**src/hw/rtl/dbpw_pkg.sv**
```systemverilog
// shared types and constants of the disk brush pixel writer
// used by the top level, the address unit and the checker; depends on nothing
`default_nettype none

package dbpw_pkg;

   // store size default and byte offset width (covers the largest store and any pixel offset)
   localparam int FRAME_BYTES_DEF = 65536;
   localparam int OFF_W           = 25;

   // configuration port
   localparam int CSR_IDX_W = 3;
   localparam int CSR_DAT_W = 11;

   localparam logic [CSR_IDX_W-1:0] REG_IMAGE_WIDTH   = 3'd0;
   localparam logic [CSR_IDX_W-1:0] REG_IMAGE_HEIGHT  = 3'd1;
   localparam logic [CSR_IDX_W-1:0] REG_PIXEL_FORMAT  = 3'd2;
   localparam logic [CSR_IDX_W-1:0] REG_ROW_PAD_BITS  = 3'd3;
   localparam logic [CSR_IDX_W-1:0] REG_ROW_PAD_BYTES = 3'd4;

   // request commands
   localparam logic [1:0] CMD_DRAW  = 2'd0;
   localparam logic [1:0] CMD_WRITE = 2'd1;
   localparam logic [1:0] CMD_READ  = 2'd2;

   // pixel formats
   localparam logic [1:0] FMT_MONO = 2'd0;
   localparam logic [1:0] FMT_BGR  = 2'd1;

   // leftmost pixel of a byte in the one-bit format
   localparam logic [7:0] MSB_MASK = 8'h80;

   // register reset values
   localparam logic [10:0] WIDTH_RST  = 11'd64;
   localparam logic [10:0] HEIGHT_RST = 11'd64;
   localparam logic [1:0]  FORMAT_RST = FMT_BGR;

   typedef struct packed {
      logic [10:0] image_width;
      logic [10:0] image_height;
      logic [1:0]  pixel_format;
      logic [4:0]  row_pad_bits;
      logic [1:0]  row_pad_bytes;
   } cfg_type;

   typedef struct packed {
      logic [1:0]         cmd;
      logic [7:0]         red;
      logic [7:0]         green;
      logic [7:0]         blue;
      logic [5:0]         brush_size;
      logic signed [11:0] pos_x;
      logic signed [11:0] pos_y;
      logic [15:0]        byte_address;
      logic [7:0]         byte_data;
   } req_type;

   typedef struct packed {
      logic [7:0]  read_data;
      logic [13:0] pixels_drawn;
   } rsp_type;

endpackage

`default_nettype wire

```
**src/hw/rtl/dbpw_pixel_addr.sv**
```systemverilog
// pixel to byte or bit offset for both pixel formats, registered
// depends on dbpw_pkg
`default_nettype none

module dbpw_pixel_addr (
   input  wire logic                       clock,
   input  wire dbpw_pkg::cfg_type          cfg,
   input  wire logic [10:0]                x,
   input  wire logic [10:0]                y,
   output logic      [dbpw_pkg::OFF_W-1:0] offset
);

   localparam int OW = dbpw_pkg::OFF_W;

   logic [12:0]   stride;
   logic [12:0]   x_term;
   logic [23:0]   row_base;
   logic [OW-1:0] offset_in;
   logic [OW-1:0] offset_ff;

   always_comb begin
      if (cfg.pixel_format == dbpw_pkg::FMT_MONO) begin
         // bit offset: row stride in bits
         stride = {2'b00, cfg.image_width} + {8'd0, cfg.row_pad_bits};
         x_term = {2'b00, x};
      end else begin
         // byte offset: three bytes a pixel
         stride = {1'b0, cfg.image_width, 1'b0} + {2'b00, cfg.image_width}
                  + {11'd0, cfg.row_pad_bytes};
         x_term = {1'b0, x, 1'b0} + {2'b00, x};
      end
      row_base  = y * stride;
      offset_in = {1'b0, row_base} + OW'(x_term);
   end

   always_ff @(posedge clock) begin
      offset_ff <= offset_in;
   end

   assign offset = offset_ff;

endmodule

`default_nettype wire

```
**config.mk**
```make
export PLATFORM = sky130hd
export DESIGN_NAME = dbpw_pixel_addr
export DESIGN_NICKNAME = d
export VERILOG_FILES = /design/src/hw/rtl/dbpw_pkg.sv /design/src/hw/rtl/dbpw_pixel_addr.sv
export SDC_FILE = /design/constraint.sdc
export NUM_CORES = 1
export LEC_CHECK = 0
export BUFFER_PORTS_ARGS = -buffer_cell sky130_fd_sc_hd__buf_2
export CAP_MARGIN = 20
export CORE_ASPECT_RATIO = 1.75
export CORE_UTILIZATION = 30
export DETAILED_ROUTE_END_ITERATION = 6
export PLACE_DENSITY_LB_ADDON = 0.25
export SETUP_SLACK_MARGIN = 0.2
export SLEW_MARGIN = 30
export SYNTH_ARGS = -nofsm -noshare
export SYNTH_HDL_FRONTEND = slang
export SYNTH_SLANG_ARGS = --single-unit
```
**constraint.sdc**
```tcl
create_clock -name clock -period 9.73 [get_ports clock]
set_input_delay 0.973 -clock clock [delete_from_list [all_inputs] [get_ports clock]]
set_output_delay 0.973 -clock clock [all_outputs]
set_load 0.02 [all_outputs]
```
* Yosys cells after proc, flatten, opt, wreduce, memory -nomap -nowiden
Index checks and enable logic that the tools add are counted.
** Operators by class
- Add/sub/neg operators :: 5
- Reductions and logical operators :: 1
- Muxes and demuxes :: 2
- $mul :: 1
- Shifts and indexed selects :: 0
- Div/mod/pow operators :: 0
- $lt $le $gt $ge :: 0
- Eq/ne operators :: 0
- Bitwise gates (word level) :: 0
** Operator list (count)
- adder 12 x 11 -> 13 bit :: 2
- 2-to-1 mux 13 bit :: 2
- adder 24 x 13 -> 25 bit :: 1
- multiplier 11 x 13 -> 24 bit :: 1
- adder 13 x 2 -> 13 bit :: 1
- adder 11 x 5 -> 12 bit :: 1
- logical NOT 2 bit :: 1
** Storage, ports and cells
- Latch bits :: 0
- Flip-flop bits (word level) :: 25
- ROM bits :: 0
- Logic and storage cells :: 10
- Memories kept :: 0
- Bits in writable memories :: 0
- Bits of input ports :: 54

* Longest topological paths before layout
- Word-level depth :: 5
- Gate-level depth with buffers :: 29

* Worst setup path before layout
OpenSTA, ideal clock, no wires.
- Path type :: input to register
- From :: input port cfg[1] (netlist bit)
- To :: register offset_ff[22], in the netlist offset[22]
- Setup slack :: 2.031 ns
- Arrival :: 7.627 ns
- Cell stages on the path :: 27
- Required time :: 9.658 ns
- Buffers on the path :: 1
- Library setup time :: 0.072 ns
- Path through :: fa_1 ha_1 inv_1 fa_1 nor2b_1 o21a_1 nor3_1 or3_1 o21ai_1 clkbuf_1 nand2_1 fa_1 fa_1 fa_1 inv_1 fa_1 inv_1 fa_1 inv_1 ha_1 a2111oi_0 nor3_1 a21oi_1 o21ai_1 a221o_1 a21oi_1 mux2i_1
** Between the ends
- Longest elaborated chain between the ends :: 4
** RTL lines
- start: declaration :: RTL line dbpw_pixel_addr.sv:7 : input wire dbpw_pkg::cfg_type cfg,
- adder 13 x 2 -> 13 bit :: RTL line dbpw_pixel_addr.sv:29 : + {11'd0, cfg.row_pad_bytes};
- 2-to-1 mux 13 bit :: RTL line dbpw_pixel_addr.sv:22 : if (cfg.pixel_format == dbpw_pkg::FMT_MONO) begin
- multiplier 11 x 13 -> 24 bit :: RTL line dbpw_pixel_addr.sv:32 : row_base = y * stride;
- adder 24 x 13 -> 25 bit :: RTL line dbpw_pixel_addr.sv:33 : offset_in = {1'b0, row_base} + OW'(x_term);
- named net offset_in[22] :: RTL line dbpw_pixel_addr.sv:18 : logic [OW-1:0] offset_in;
- end signal: assignment :: RTL line dbpw_pixel_addr.sv:37 : offset_ff <= offset_in;
- end: declaration :: RTL line dbpw_pixel_addr.sv:19 : logic [OW-1:0] offset_ff;
The timed path passes the listed nets, and every way through them passes these cells.

* Final worst setup path
Ends and elaborated chain as after synthesis.

==> reports/results.ini <==
[run_status]
status=completed

[global_route]
grt.overflow.total=0
grt_pass1_wl_um=29200
grt_max_degree=23
grtUsageTotal_pct=14.9
antenna_found_initial=0
grt_pass1_vias=6141

[synthesis]
synthArstFlopShare_pct=0
netlist_instances=858
synth.most_common_cell=inv_1
yosys_register_bits=25
synth_top_area_share_pct=32.0
synth.largest_area_cell=fa_1
synth_cell_types=52
synth.avg_cell_area_um2=8.46
synth-edff-count=0
ys_top_cells_by_count=175 x inv_1, 116 x fa_1, 109 x nand2_1, 103 x ha_1, 61 x and2_1
ys_warn_count=0
ys.flop_type=dfxtp_1
yosys-top-cells-area=fa_1 32%, ha_1 18%, inv_1 9.0%
yosysSeqAreaShare_pct=6.89
syn_area_um2=7260
syn_nets=1131

[drt]
wl_met3_um=302
num_vias=5699
drt-pass1-iter-count=4
wl_met2_um=10600
via_per_inst=4.68
drt-met1-wl_um=6000
top_layer_used=met4
dr.first_iter.drc_count=133
ant_nets=0
drc=0
wl_per_cell_um=14.4
drt-total-wl_um=17500

[placed_design]
dp_slack_ps=1010
place_area_um2=7930
dp_hpwl_um=15400
portBuffers=67
gp_congestion=0.815

[die]
initial_core_util_pct=30.5
core_um2=23800
dieWidth_um=120
die-area_um2=24800
die_height_um=208
fp-row-count=75
ios=79

[clock_tree]
cts_buffers=3
cts_root_buf=clkbuf_16
htreeDepth=1
cts.sinks=25
clockBufferDepth=2
path_clk_slew_ps=70
tritoncts=built
cts_hold_buffers=0
cts_resized=0
cts_setup_buffers=0

[timing]
finalHoldViolCount=0
post-route-min-period_ps=8370
final-setup-viol-count=0
worstMarginPinSlew_ps=863
finalMaxSlewViolations=0
worst_slack_ps=1360
finalCritPeriodShare_pct=86.0
finalSetupTns_ps=0
fmax_mhz=120
rsz0062_at_grt=no
slew_headroom_pct=42.1

[finish]
final_area_um2=8020
largest_reg_flops=25
layout-drive-gt1-share_pct=9.78
diodes=0
syn2layout_area_growth_pct=10.4
fin_nets=1184
seq_area_um2=500
finalCoreUtilization_pct=33.6
multiInputGateArea_um2=5980
fill_cells=2597

[worst_hold_path]
hold_path_depth=2
min_to=offset[0]$_DFF_P_
min_from=x[0]
hp-class=input port to flop

[critical_path]
end_kind=flop
crit_path_start_kind=input port
worstPathRequired_ps=9950
critPathMaxFanout=11
worstSetupPathType=input port to flop
cp.arrival_ps=8590

[job]
max-cap-violations=0

[how the worst max path moves through the flow]
stage | start | end | slack (ps) | cells after the start
6_report | cfg[1] | offset[22]$_DFF_P_ | 1360 | 27
2_1_floorplan | cfg[1] | offset[22]$_DFF_P_ | 2030 | 27
3_5_place_dp | cfg[1] | offset[22]$_DFF_P_ | 1010 | 27
5_1_grt | cfg[1] | offset[22]$_DFF_P_ | 910 | 27
4_1_cts | cfg[1] | offset[22]$_DFF_P_ | 1310 | 27
3_3_place_gp | cfg[1] | offset[22]$_DFF_P_ | 1090 | 27
[cells by family (layout without fill, tap and decap cells)]
group                      Yosys count  count (layout)  synth area share (%)
AOI/OAI and AO/OA                  128             128                  11.4
xor gates and xnor gates            38              38                  4.58
adders and majority gates          219             219                  49.7
buffers and inverters              204             256                  10.7
DFF                                 25              25                  6.89
muxes                                6               6                 0.827
and+or+nand+nor                    238             238                  15.8
[layer usage]
| layer | vias to the layer above | GRT usage (%) |
|---|---|---|
| met4 | 0 | 6.77 |
| met2 | 71 | 30.8 |
| met1 | 2803 | 14.3 |
| met5 | - | 0 |
| met3 | 27 | 1.07 |
| li1 | 2798 | - |
[cell usage in the layout, fill, tap and decap left out, drive strengths merged, types with 3 or more instances in the layout]
| cell | netlist | final |
|---|---|---|
| inv | 175 | 175 |
| nor2b | 8 | 8 |
| xnor2 | 28 | 28 |
| buf | 5 | 77 |
| o21bai | 6 | 6 |
| a21o | 10 | 10 |
| o31ai | 5 | 5 |
| a21oi | 37 | 37 |
| dfxtp | 25 | 25 |
| nor2 | 21 | 21 |
| mux2i | 6 | 6 |
| o31a | 3 | 3 |
| nand2b | 6 | 6 |
| clkbuf | 24 | 3 |
| o21ai | 33 | 33 |
| fa | 116 | 116 |
| a211oi | 6 | 6 |
| o21a | 8 | 8 |
| xor2 | 10 | 10 |
| ha | 103 | 103 |
| o211ai | 3 | 3 |
| nor3 | 13 | 13 |
| or2 | 3 | 3 |
| nand3 | 8 | 8 |
| nand2 | 109 | 109 |
| a2111oi | 3 | 3 |
| and2 | 61 | 61 |
[stage by stage]
stage | std cells | hold slack (ps)
5_1_grt | 1218 | 942
3_3_place_gp | 1214 | 1230
4_1_cts | 1218 | 937
2_1_floorplan | 858 | 1100
3_5_place_dp | 1214 | 1240
6_report | 1218 | 941
[cell type report]
type	instances	area share, %
inverter	175	8.19
timing repair buffer	77	5.12
tap	308	4.81
clock inverter	1	0.0936
clock buffer	3	0.936
sequential	25	6.24
multi-input combinational	629	74.6
[worst max-delay path, cell delays in order]
cell and delay [ps]:
buf_2 110, fa_1 550, ha_1 180, inv_1 70, fa_1 460, nor2b_1 130
o21a_1 180, nor3_1 60, or3_1 300, o21ai_1 470, nand2_1 190, fa_1 610
fa_1 450, fa_1 500, inv_1 60, fa_1 530, inv_1 60, fa_1 520
inv_1 40, ha_1 370, a2111oi_0 390, o21ai_1 180, a21oi_1 260, o21ai_1 170
a221o_1 410, a21oi_1 200, mux2i_1 190
Power is not shown: default switching activity piles up to over one toggle a cycle in this logic, so the estimate is an artifact.
